==> src/hw/rtl/assert_macros.svh <==
// Assertion macros shared by the RTL modules.
// Each macro expects signals named clk and rst_n in the module that uses it.
`ifndef ASSERT_MACROS_SVH
`define ASSERT_MACROS_SVH

// Condition holds at every clock edge outside reset.
`define SFCV_ASSERT_ALWAYS(label, cond, msg) \
    label: assert property (@(posedge clk) disable iff (!rst_n) (cond)) \
        else $error(msg);

// Consequent holds in the same cycle as the antecedent.
`define SFCV_ASSERT_SAME(label, ante, cons, msg) \
    label: assert property (@(posedge clk) disable iff (!rst_n) (ante) |-> (cons)) \
        else $error(msg);

// Consequent holds in the cycle after the antecedent.
`define SFCV_ASSERT_NEXT(label, ante, cons, msg) \
    label: assert property (@(posedge clk) disable iff (!rst_n) (ante) |=> (cons)) \
        else $error(msg);

`endif

==> src/hw/rtl/sfcv_pkg.sv <==
// Types and constants of the sysex frame checker.
// No dependencies; imported by every module of the block.
package sfcv_pkg;

    localparam int CNT_W = 13;

    localparam logic [CNT_W-1:0] CNT_MAX       = 13'd8191;
    localparam logic [CNT_W-1:0] SINGLE_LEN    = 13'd163;
    localparam logic [CNT_W-1:0] BANK_LEN      = 13'd4104;
    localparam logic [CNT_W-1:0] PAYLOAD_FIRST = 13'd6;

    localparam logic [7:0] MARK_START = 8'hF0;
    localparam logic [7:0] MARK_END   = 8'hF7;
    localparam logic [7:0] MAKER_ID   = 8'h43;

    localparam logic [7:0] SINGLE_H3 = 8'h00;
    localparam logic [7:0] SINGLE_H4 = 8'h01;
    localparam logic [7:0] SINGLE_H5 = 8'h1B;
    localparam logic [7:0] BANK_H3   = 8'h09;
    localparam logic [7:0] BANK_H4   = 8'h20;
    localparam logic [7:0] BANK_H5   = 8'h00;

    typedef enum logic [2:0] {
        ST_VALID    = 3'd0,
        ST_LENGTH   = 3'd1,
        ST_MARKER   = 3'd2,
        ST_HEADER   = 3'd3,
        ST_CHECKSUM = 3'd4
    } status_t;

    // One classified byte, as handed from the front to the back.
    typedef struct packed {
        logic [7:0] data;
        logic       bank;
        logic       start_bad;
        logic       hdr_bad;
        logic       payload;
        logic       cksum_pos;
        logic       len_ok;
        logic       end_bad;
        logic       last;
    } byte_class_t;

endpackage

==> src/hw/rtl/sfcv_front.sv <==
// Front end: mode register, byte counter and per-byte classification.
// Depends on sfcv_pkg.
module sfcv_front
    import sfcv_pkg::*;
(
    input  logic        clk,
    input  logic        rst_n,
    input  logic        frame_mode_we,
    input  logic        frame_mode_wdata,
    input  logic        accept,
    input  logic [7:0]  data_byte,
    input  logic        end_of_frame,
    output byte_class_t cls
);

    logic             mode_reg;
    logic [CNT_W-1:0] byte_count_reg;
    logic [CNT_W-1:0] byte_count_next;
    logic [CNT_W-1:0] frame_len;
    logic [7:0]       h3;
    logic [7:0]       h4;
    logic [7:0]       h5;

    always_ff @(posedge clk or negedge rst_n)
    begin
        if (!rst_n)
        begin
            mode_reg       <= 1'b0;
            byte_count_reg <= '0;
        end
        else
        begin
            if (frame_mode_we)
            begin
                mode_reg <= frame_mode_wdata;
            end
            if (accept)
            begin
                byte_count_reg <= byte_count_next;
            end
        end
    end

    always_comb
    begin
        frame_len = mode_reg ? BANK_LEN  : SINGLE_LEN;
        h3        = mode_reg ? BANK_H3   : SINGLE_H3;
        h4        = mode_reg ? BANK_H4   : SINGLE_H4;
        h5        = mode_reg ? BANK_H5   : SINGLE_H5;

        if (end_of_frame)
        begin
            byte_count_next = '0;
        end
        else if (byte_count_reg != CNT_MAX)
        begin
            byte_count_next = byte_count_reg + 1'b1;
        end
        else
        begin
            byte_count_next = byte_count_reg;
        end

        cls.data      = data_byte;
        cls.bank      = mode_reg;
        cls.start_bad = (byte_count_reg == 13'd0) && (data_byte != MARK_START);
        cls.hdr_bad   = ((byte_count_reg == 13'd1) && (data_byte != MAKER_ID))
                     || ((byte_count_reg == 13'd3) && (data_byte != h3))
                     || ((byte_count_reg == 13'd4) && (data_byte != h4))
                     || ((byte_count_reg == 13'd5) && (data_byte != h5));
        cls.payload   = (byte_count_reg >= PAYLOAD_FIRST)
                     && (byte_count_reg <= frame_len - 13'd3);
        cls.cksum_pos = byte_count_reg == frame_len - 13'd2;
        cls.len_ok    = byte_count_reg == frame_len - 13'd1;
        cls.end_bad   = data_byte != MARK_END;
        cls.last      = end_of_frame;
    end

endmodule

==> src/hw/rtl/sfcv_queue.sv <==
// Short FIFO of classified bytes between front and back.
// Depends on sfcv_pkg and assert_macros.svh.
`include "assert_macros.svh"

module sfcv_queue
    import sfcv_pkg::*;
#(
    parameter int DEPTH = 4
)
(
    input  logic        clk,
    input  logic        rst_n,
    input  logic        push,
    input  byte_class_t push_data,
    input  logic        pop,
    output byte_class_t head,
    output logic        empty,
    output logic        full
);

    localparam int PTR_W = (DEPTH > 1) ? $clog2(DEPTH) : 1;
    localparam int FILL_W = $clog2(DEPTH + 1);

    byte_class_t       entry_reg [DEPTH];
    logic [PTR_W-1:0]  wr_ptr_reg;
    logic [PTR_W-1:0]  rd_ptr_reg;
    logic [FILL_W-1:0] fill_reg;
    logic [FILL_W-1:0] fill_next;

    assign empty = fill_reg == '0;
    assign full  = fill_reg == FILL_W'(DEPTH);
    assign head  = entry_reg[rd_ptr_reg];

    always_comb
    begin
        fill_next = fill_reg;
        if (push && !pop)
        begin
            fill_next = fill_reg + 1'b1;
        end
        else if (pop && !push)
        begin
            fill_next = fill_reg - 1'b1;
        end
    end

    always_ff @(posedge clk)
    begin
        if (push)
        begin
            entry_reg[wr_ptr_reg] <= push_data;
        end
    end

    always_ff @(posedge clk or negedge rst_n)
    begin
        if (!rst_n)
        begin
            wr_ptr_reg <= '0;
            rd_ptr_reg <= '0;
            fill_reg   <= '0;
        end
        else
        begin
            fill_reg <= fill_next;
            if (push)
            begin
                wr_ptr_reg <= (wr_ptr_reg == PTR_W'(DEPTH - 1)) ? '0 : wr_ptr_reg + 1'b1;
            end
            if (pop)
            begin
                rd_ptr_reg <= (rd_ptr_reg == PTR_W'(DEPTH - 1)) ? '0 : rd_ptr_reg + 1'b1;
            end
        end
    end

    `SFCV_ASSERT_ALWAYS(a_no_overflow, !(push && full), "queue push while full")
    `SFCV_ASSERT_ALWAYS(a_no_underflow, !(pop && empty), "queue pop while empty")
    `SFCV_ASSERT_SAME(a_ptr_match, empty || full, wr_ptr_reg == rd_ptr_reg, "pointer mismatch")

endmodule

==> src/hw/rtl/sfcv_back.sv <==
// Back end: payload sum, checksum capture, error flags and verdict register.
// Depends on sfcv_pkg and assert_macros.svh.
`include "assert_macros.svh"

module sfcv_back
    import sfcv_pkg::*;
(
    input  logic        clk,
    input  logic        rst_n,
    input  byte_class_t head,
    input  logic        empty,
    output logic        pop,
    output logic        out_valid,
    input  logic        out_stall,
    output logic [2:0]  status,
    output logic [6:0]  computed_sum,
    output logic [7:0]  received_sum
);

    logic [6:0] running_sum_reg;
    logic [6:0] running_sum_next;
    logic [7:0] captured_sum_reg;
    logic [7:0] captured_sum_next;
    logic       start_bad_reg;
    logic       start_bad_next;
    logic       hdr_bad_reg;
    logic       hdr_bad_next;
    logic       out_valid_reg;
    status_t    status_reg;
    status_t    status_next;
    logic [6:0] computed_sum_reg;
    logic [6:0] calc_sum;
    logic [7:0] received_sum_reg;

    // Non-final bytes never need the output slot.
    assign pop = !empty && (!head.last || !out_valid_reg || !out_stall);

    assign out_valid    = out_valid_reg;
    assign status       = status_reg;
    assign computed_sum = computed_sum_reg;
    assign received_sum = received_sum_reg;

    always_comb
    begin
        running_sum_next  = head.payload ? running_sum_reg + head.data[6:0] : running_sum_reg;
        captured_sum_next = head.cksum_pos ? head.data : captured_sum_reg;
        start_bad_next    = start_bad_reg | head.start_bad;
        hdr_bad_next      = hdr_bad_reg | head.hdr_bad;
        calc_sum          = 7'd0 - running_sum_next;

        if (!head.len_ok)
        begin
            status_next = ST_LENGTH;
        end
        else if (!head.bank)
        begin
            priority if (start_bad_next || head.end_bad)
                status_next = ST_MARKER;
            else if (hdr_bad_next)
                status_next = ST_HEADER;
            else if ({1'b0, calc_sum} != captured_sum_next)
                status_next = ST_CHECKSUM;
            else
                status_next = ST_VALID;
        end
        else
        begin
            // bank frames report a bad start marker as a header fault
            priority if (start_bad_next || hdr_bad_next)
                status_next = ST_HEADER;
            else if (head.end_bad)
                status_next = ST_MARKER;
            else if ({1'b0, calc_sum} != captured_sum_next)
                status_next = ST_CHECKSUM;
            else
                status_next = ST_VALID;
        end
    end

    always_ff @(posedge clk or negedge rst_n)
    begin
        if (!rst_n)
        begin
            running_sum_reg  <= '0;
            captured_sum_reg <= '0;
            start_bad_reg    <= 1'b0;
            hdr_bad_reg      <= 1'b0;
            out_valid_reg    <= 1'b0;
        end
        else
        begin
            if (pop && head.last)
            begin
                running_sum_reg  <= '0;
                captured_sum_reg <= '0;
                start_bad_reg    <= 1'b0;
                hdr_bad_reg      <= 1'b0;
                out_valid_reg    <= 1'b1;
            end
            else
            begin
                if (pop)
                begin
                    running_sum_reg  <= running_sum_next;
                    captured_sum_reg <= captured_sum_next;
                    start_bad_reg    <= start_bad_next;
                    hdr_bad_reg      <= hdr_bad_next;
                end
                if (!out_stall)
                begin
                    out_valid_reg <= 1'b0;
                end
            end
        end
    end

    always_ff @(posedge clk)
    begin
        if (pop && head.last)
        begin
            status_reg       <= status_next;
            computed_sum_reg <= calc_sum;
            received_sum_reg <= captured_sum_next;
        end
    end

    `SFCV_ASSERT_NEXT(a_frame_cleared, pop && head.last,
        running_sum_reg == '0 && captured_sum_reg == '0 && !start_bad_reg && !hdr_bad_reg,
        "frame state not cleared after verdict")
    `SFCV_ASSERT_SAME(a_verdict_source, $rose(out_valid_reg), $past(pop && head.last),
        "result raised without a final byte")
    `SFCV_ASSERT_SAME(a_valid_sums, out_valid_reg && status_reg == ST_VALID,
        {1'b0, computed_sum_reg} == received_sum_reg, "valid verdict with unequal sums")

endmodule

==> src/hw/rtl/sysex_frame_checksum_validator_core.sv <==
// Top level of the sysex frame checker: front, queue and back end.
// Depends on sfcv_pkg, sfcv_front, sfcv_queue and sfcv_back.
//
//  Channel | Signals                                   | Direction
//  --------+-------------------------------------------+----------
//  in      | in_valid, in_stall, data_byte, end_of_frame | into block
//  out     | out_valid, out_stall, status, computed_sum, | out of block
//          | received_sum                              |
//  config  | frame_mode_we, frame_mode_wdata           | into block
//
// One byte per cycle sustained while in_stall is low; a byte leaves the front in
// the cycle it is taken and is folded into the frame state when it leaves the
// queue. The verdict appears in the cycle after the final byte is popped.
// Reset clears the mode to single-voice and all frame state; no clearing pass.
// in_stall rises only while the queue is full, which happens when out_stall
// holds a verdict and bytes pile up behind a further final byte at the head.
module sysex_frame_checksum_validator_core
    import sfcv_pkg::*;
#(
    parameter int QUEUE_DEPTH = 4
)
(
    input  logic       clk,
    input  logic       rst_n,
    input  logic       frame_mode_we,
    input  logic       frame_mode_wdata,
    input  logic       in_valid,
    output logic       in_stall,
    input  logic [7:0] data_byte,
    input  logic       end_of_frame,
    output logic       out_valid,
    input  logic       out_stall,
    output logic [2:0] status,
    output logic [6:0] computed_sum,
    output logic [7:0] received_sum
);

    byte_class_t cls;
    byte_class_t head;
    logic        accept;
    logic        pop;
    logic        empty;
    logic        full;

    assign in_stall = full;
    assign accept   = in_valid && !full;

    sfcv_front u_front (
        .clk              (clk),
        .rst_n            (rst_n),
        .frame_mode_we    (frame_mode_we),
        .frame_mode_wdata (frame_mode_wdata),
        .accept           (accept),
        .data_byte        (data_byte),
        .end_of_frame     (end_of_frame),
        .cls              (cls)
    );

    sfcv_queue #(
        .DEPTH (QUEUE_DEPTH)
    ) u_queue (
        .clk       (clk),
        .rst_n     (rst_n),
        .push      (accept),
        .push_data (cls),
        .pop       (pop),
        .head      (head),
        .empty     (empty),
        .full      (full)
    );

    sfcv_back u_back (
        .clk          (clk),
        .rst_n        (rst_n),
        .head         (head),
        .empty        (empty),
        .pop          (pop),
        .out_valid    (out_valid),
        .out_stall    (out_stall),
        .status       (status),
        .computed_sum (computed_sum),
        .received_sum (received_sum)
    );

endmodule
==> config.mk <==
export PLATFORM = sky130hd
export DESIGN_NAME = sysex_frame_checksum_validator_core
export DESIGN_NICKNAME = d
export VERILOG_FILES = /design/src/hw/rtl/sfcv_pkg.sv /design/src/hw/rtl/sfcv_front.sv /design/src/hw/rtl/sfcv_queue.sv /design/src/hw/rtl/sfcv_back.sv /design/src/hw/rtl/sysex_frame_checksum_validator_core.sv
export VERILOG_INCLUDE_DIRS = /design/src /design/src/hw/rtl
export SDC_FILE = /design/constraint.sdc
export NUM_CORES = 1
export LEC_CHECK = 0
export BUFFER_PORTS_ARGS = -buffer_cell sky130_fd_sc_hd__buf_2
export CAP_MARGIN = 20
export CORE_UTILIZATION = 25
export DETAILED_ROUTE_END_ITERATION = 16
export PLACE_DENSITY_LB_ADDON = 0.2
export SLEW_MARGIN = 20
export SYNTH_ARGS = -nofsm -noshare
export SYNTH_HDL_FRONTEND = slang
export SYNTH_HIERARCHICAL = 1
export SYNTH_SLANG_ARGS = --single-unit
==> constraint.sdc <==
create_clock -name clk -period 6.8 [get_ports clk]
set_input_delay 1.36 -clock clk [delete_from_list [all_inputs] [get_ports clk]]
set_output_delay 1.36 -clock clk [all_outputs]
set_load 0.02 [all_outputs]
# Yosys cells after proc, flatten, opt, wreduce, memory -nomap -nowiden
# Memories as Yosys holds them, arrays and structs flattened.
# Cells that the tools add are included.
# classes
addsub	10
mul	0
div_mod_pow	0
n_lt_le_gt_ge	2
n_eq_ne	18
shift	0
muxes	30
bitwise_logic	2
n_reduce_logical	31
# ops
cell	count
$mux 13	3
$eq 13x13->1	2
$eq 13x3->1 const B	2
$sub 13x2->13 const B	2
$mux 3	8
$mux 8	3
$ne 8x8->1	3
$mux 7	3
$ne 8x8->1 const B	2
$add 13x1->13 const B	1
$eq 13x1->1 const B	1
$eq 13x2->1 const B	1
$ge 13x3->1 const B	1
$le 13x13->1	1
$logic_not 13->1	1
$ne 13x13->1 const B	1
$sub 13x1->13 const B	1
$logic_and 1x1->1	11
$mux 1	8
$ne 7x8->1	1
$ne 8x7->1 const B	1
$add 7x7->7	1
$logic_not 1->1	7
$logic_or 1x1->1	7
15 further kinds	21
# totals
register_bits	57
latchBits	0
mem_bits_rw	64
rom_bits	0
in_bits	15
out_inout_bits	20
memories	1
# mem_list
memory	words	width	read_ports	rd_ports_with_merged_regs	write_ports	line_no	rtl
u_queue.entry_reg	4	16	1	0	1	sfcv_queue.sv:24	byte_class_t entry_reg [DEPTH];

# Longest topological paths before layout
# An unclocked memory read counts as a cell.
# logic_depth
word_depth	9
mapped_depth	14

# Cells and area by module
# The synthesis kept the hierarchy.
# modules_own_cells
module	instances	cells_per_inst	area_per_inst_um2
sfcv_queue	1	121	2766.4
sfcv_back	1	185	2014.4
sfcv_front	1	165	1331.3
sysex_frame_checksum_validator_core	1	1	13.8

# Worst setup path after synthesis
# Ideal clock, no wire load.
# synth_path
path_type	reg2reg
startpoint	reg u_queue.rd_ptr_reg[0]
endpoint	reg u_back.status_reg[2], in the netlist u_back/status[2], data pin
setup_time_ns	0.272
arrival_time_ns	3.380
slack_ns	3.148
path_stages_with_launch	12
synth_period_minus_slack_ns	3.652
cell_sequence	dfrtp_1 -> buf_6 -> mux4_1 -> ha_1 -> fa_1 -> mux2i_1 -> ha_1 -> nand2_1 -> o2bb2a_1 -> or3b_1 -> xnor3_1 -> a41oi_1
# synth_lines
item	line_no	rtl
start, declared	sfcv_queue.sv:26	logic [PTR_W-1:0] rd_ptr_reg;
start signal, assigned	sfcv_queue.sv:72	rd_ptr_reg <= (rd_ptr_reg == PTR_W'(DEPTH - 1)) ? '0 : rd_ptr_reg + 1'b1;
end signal, assigned	sfcv_back.sv:121	status_reg <= status_next;
end, declared	sfcv_back.sv:29	status_t status_reg;

==> results.tsv <==
stage	metric	value	unit
yosys	Post-Syn Area per Cell	13.0	µm²
timing	fmax	0.245	GHz
clock_tree	CTS resizes	0	
route	final WL	13700	µm
timing	Clock Skews	0.0108	ns
yosys	Adder-Cell Fraction of Synth Area	5.15	%
route	Via-to-Cell Ratio	4.67	
setup_path	most used cell, CP	ha_1	
layout	Inserted Diodes	0	
global_route	global route overflow	0	
yosys	EDFF count, synth	82	
clock_tree	CTS root buffer	clkbuf_16	
timing	Slew HR	34.2	%
yosys	sequential share of the synthesized area	56.1	%
clock_tree	hold buffers post-CTS	0	
die	overall die width	159	µm
power_and_ir_drop	pwr dens	511	nW/µm²
global_route	M3 GR Usage	2.86	%
die	Starting Density	25.8	%
clock_tree	# H-tree levels	4	
route	# DRC	0	
yosys	xor/xnor share of the synthesized area	3.59	%
placed_design	Routability Congestion	0.842	
yosys	Synth area leader	edfxtp_1	
route	routed vias	3880	
setup_path	register-to-register setup slack	2.73	ns
yosys	top cell type's share of synthesized area	40.2	%
layout	nets	537	
layout	Storage cell area	3440	µm²
clock_tree	Clock Pin Slew Worst Setup and Hold Paths	0.05	ns
setup_path	critical path class	reg2reg	
clock_tree	postcts setup bufs	0	
die	area of the core	23800	µm²
global_route	GR Util All Layers	11.8	%
yosys	Synth Warn #	6	
setup_path	worst-path cell chain	buf_4 -> mux4_1 -> ha_1 -> fa_1 -> mux2i_1 -> ha_1 -> nand2_1 -> o2bb2a_1 -> or3b_1 -> xnor3_1 -> a41oi_1	
placed_design	DPL Wire Length	9300	µm
setup_path	R2R cell count	11	
status	status	completed	
layout	area growth from synthesis to layout	15.4	%
yosys	post-synthesis compound-gate area fraction	9.66	%
setup_path	critical path capture point type	flop	
setup_path	CP max FO	19	
yosys	Synth async-reset ratio	32.2	%
yosys	Netlist cell types	73	
yosys	post-synthesis cell count	472	
placed_design	Placement Setup Slack	2.71	ns
setup_path	worst endpoint required time	6.94	ns
layout	# fillers	2384	
setup_path	RR Endpoint	u_back/status[2]	
placed_design	Port Buffers	34	
setup_path	CP max-delay cell	mux4_1	
global_route	GR Util met2	19.6	%
timing	Final Max Slew Viols	0	
timing	final hold violations	0	
hold_path	HP Start	u_back/captured_sum_reg[0]	
global_route	vias in the first global route	4030	
route	antenna-violating nets left	0	
die	die area	25100	µm²
timing	Final WS setup	2.73	ns
setup_path	RR Startpoint	u_queue/rd_ptr_reg[0]	
yosys	Mapped Nets	511	
clock_tree	CTS Sinks	121	
timing	post-route minimum period	4.07	ns
setup_path	Worst EP arrival	4.21	ns
yosys	flops & latches, synth	121	
power_and_ir_drop	IR drop worst, VDD	0.162	mV
timing	Final period util	59.9	%
die	num rows	56	
setup_path	Max stage delay on crit path	0.66	ns
die	Die Y	159	µm
hold_path	Hold Path End	u_back/captured_sum_reg[0]	
timing	worst-margin pin slew	0.986	ns
setup_path	Setup crit start kind	flop	
route	drt pass-1 iters	5	
run	Max Cap Viol	0	
yosys	Area contributors post-synth	edfxtp_1 40%, dfrtp_1 16%, ha_1 4.5%	
layout	max reg flops	64	
yosys	mux cell area share after synthesis	8.97	%
clock_tree	TritonCTS Buffers	17	
clock_tree	CTS Buffer Depth	2	
setup_path	CP bufs+invs	1	
yosys	Synth Area in Simple Gates	11.8	%
hold_path	worst hold path cell count	2	
global_route	met1 Use GR	14.9	%
timing	Setup TNS Final	0	ns
timing	RSZ-0062 raised after global routing	no	
route	DR WL/cell	16.5	µm
timing	Setup-failing EPs final	0	
route	initial DRC count	180	
yosys	top_reg_cell synth	edfxtp_1	
clock_tree	TritonCTS clock tree	done	
global_route	wire length of the first global-routing pass	22000	µm
layout	combined area of the multi-input logic cells	2400	µm²
die	Ports	35	
yosys	main combinational cell family by area after synthesis	simple AND/OR/NAND/NOR gates	
yosys	mapped cell area	6130	µm²
setup_path	Crit path max-delay family	adder cells	
global_route	initial antenna violation count	0	
hold_path	worst hold path class	reg2reg	
layout	share of cells above drive strength 1	18.2	%
global_route	largest net degree at the start of global routing	40	
global_route	grt peak-use layer	met2	
clock_tree	Clock Latency Late Sink	0.41	ns
power_and_ir_drop	Leak	2.66	nW
## per-layer routing
metal,part of all wire (%),vias to the layer above
li1,-,1832
met1,47,1945
met2,48,91
met3,3.6,12
met4,1.1,0
met5,0,-
## how the worst max path moves through the flow
stage	start	end	slack [ns]	cells past startpoint
after detailed placement	u_queue/rd_ptr_reg[0]	u_back/status[2]	2.71	11
after floorplan	u_queue/rd_ptr_reg[0]	u_back/status[2]	3.15	11
final	u_queue/rd_ptr_reg[0]	u_back/status[2]	2.73	11
after CTS	u_queue/rd_ptr_reg[0]	u_back/status[2]	2.69	11
after global placement	u_queue/rd_ptr_reg[0]	u_back/status[2]	2.76	11
after global routing	u_queue/rd_ptr_reg[0]	u_back/status[2]	2.55	11
## per-stage QoR
stage	util (%)	hold WS (ns)	power, W	cell area, µm²	instances
finish	29.8	0.475	0.00361	7070	830
floorplan	-	0.448	0.00242	6130	472
global placement	27.5	0.462	0.00282	6530	797
detailed placement	27.5	0.467	0.00283	6530	797
CTS	29.7	0.479	0.00366	7060	829
global route	29.8	0.503	0.00387	7070	830
## where the power goes
part,switching [W],internal [W],leakage [nW]
logic,0.000969,0.000648,1.12
clock network,0.000298,0.000512,0.265
registers,0.0000983,0.00108,1.27
total,0.00137,0.00224,2.66
## synth_stat cells (10+ instances only)
master and n:
edfxtp_1 82, dfrtp_1 39, nand2_1 36, nor2_1 24, inv_1 23, ha_1 22, o21ai_0 20, o31ai_1 18
nor3_1 13, xnor2_1 12, a21oi_1 11, buf_4 10, mux2i_1 10, nand3_1 10
## final cells by class
class	count	area share, %
flip-flops and latches	121	48.6
multi-input cells	295	34.0
clock buffers	29	7.36
well taps	319	5.65
repair buffers	38	2.83
inverters	25	1.33
clock inverters	3	0.212
## worst reg2reg max path: stages, from the launching register on
cell      delay [ns]
dfrtp_1         0.32
buf_4           0.30
mux4_1          0.66
ha_1            0.29
fa_1            0.46
mux2i_1         0.23
ha_1            0.26
nand2_1         0.06
o2bb2a_1        0.33
or3b_1          0.40
xnor3_1         0.38
a41oi_1         0.11
## cell families after synthesis
logic type      count (synthesis)
compound gates                 87
xor+xnor                       21
fa+ha+maj                      24
buf+inv                        56
flops                         121
mux                            31
simple gates                  132
## layout by cell type (no fill, tap or decap), types with 7 or more instances in the layout
cell type   n
clkbuf_16  17
nand3_1    10
o21ai_1     7
mux4_2      8
clkbuf_1    7
nor3_1     13
inv_1      23
buf_2      34
nand2_1    36
a21oi_1    11
o31ai_1    18
mux2i_1    10
mux4_1      8
o21ai_0    20
nor2_1     23
dfrtp_1    39
xnor2_1    12
nor4_1      7
ha_1       22
edfxtp_1   82
(Power assumes the default switching activity.)
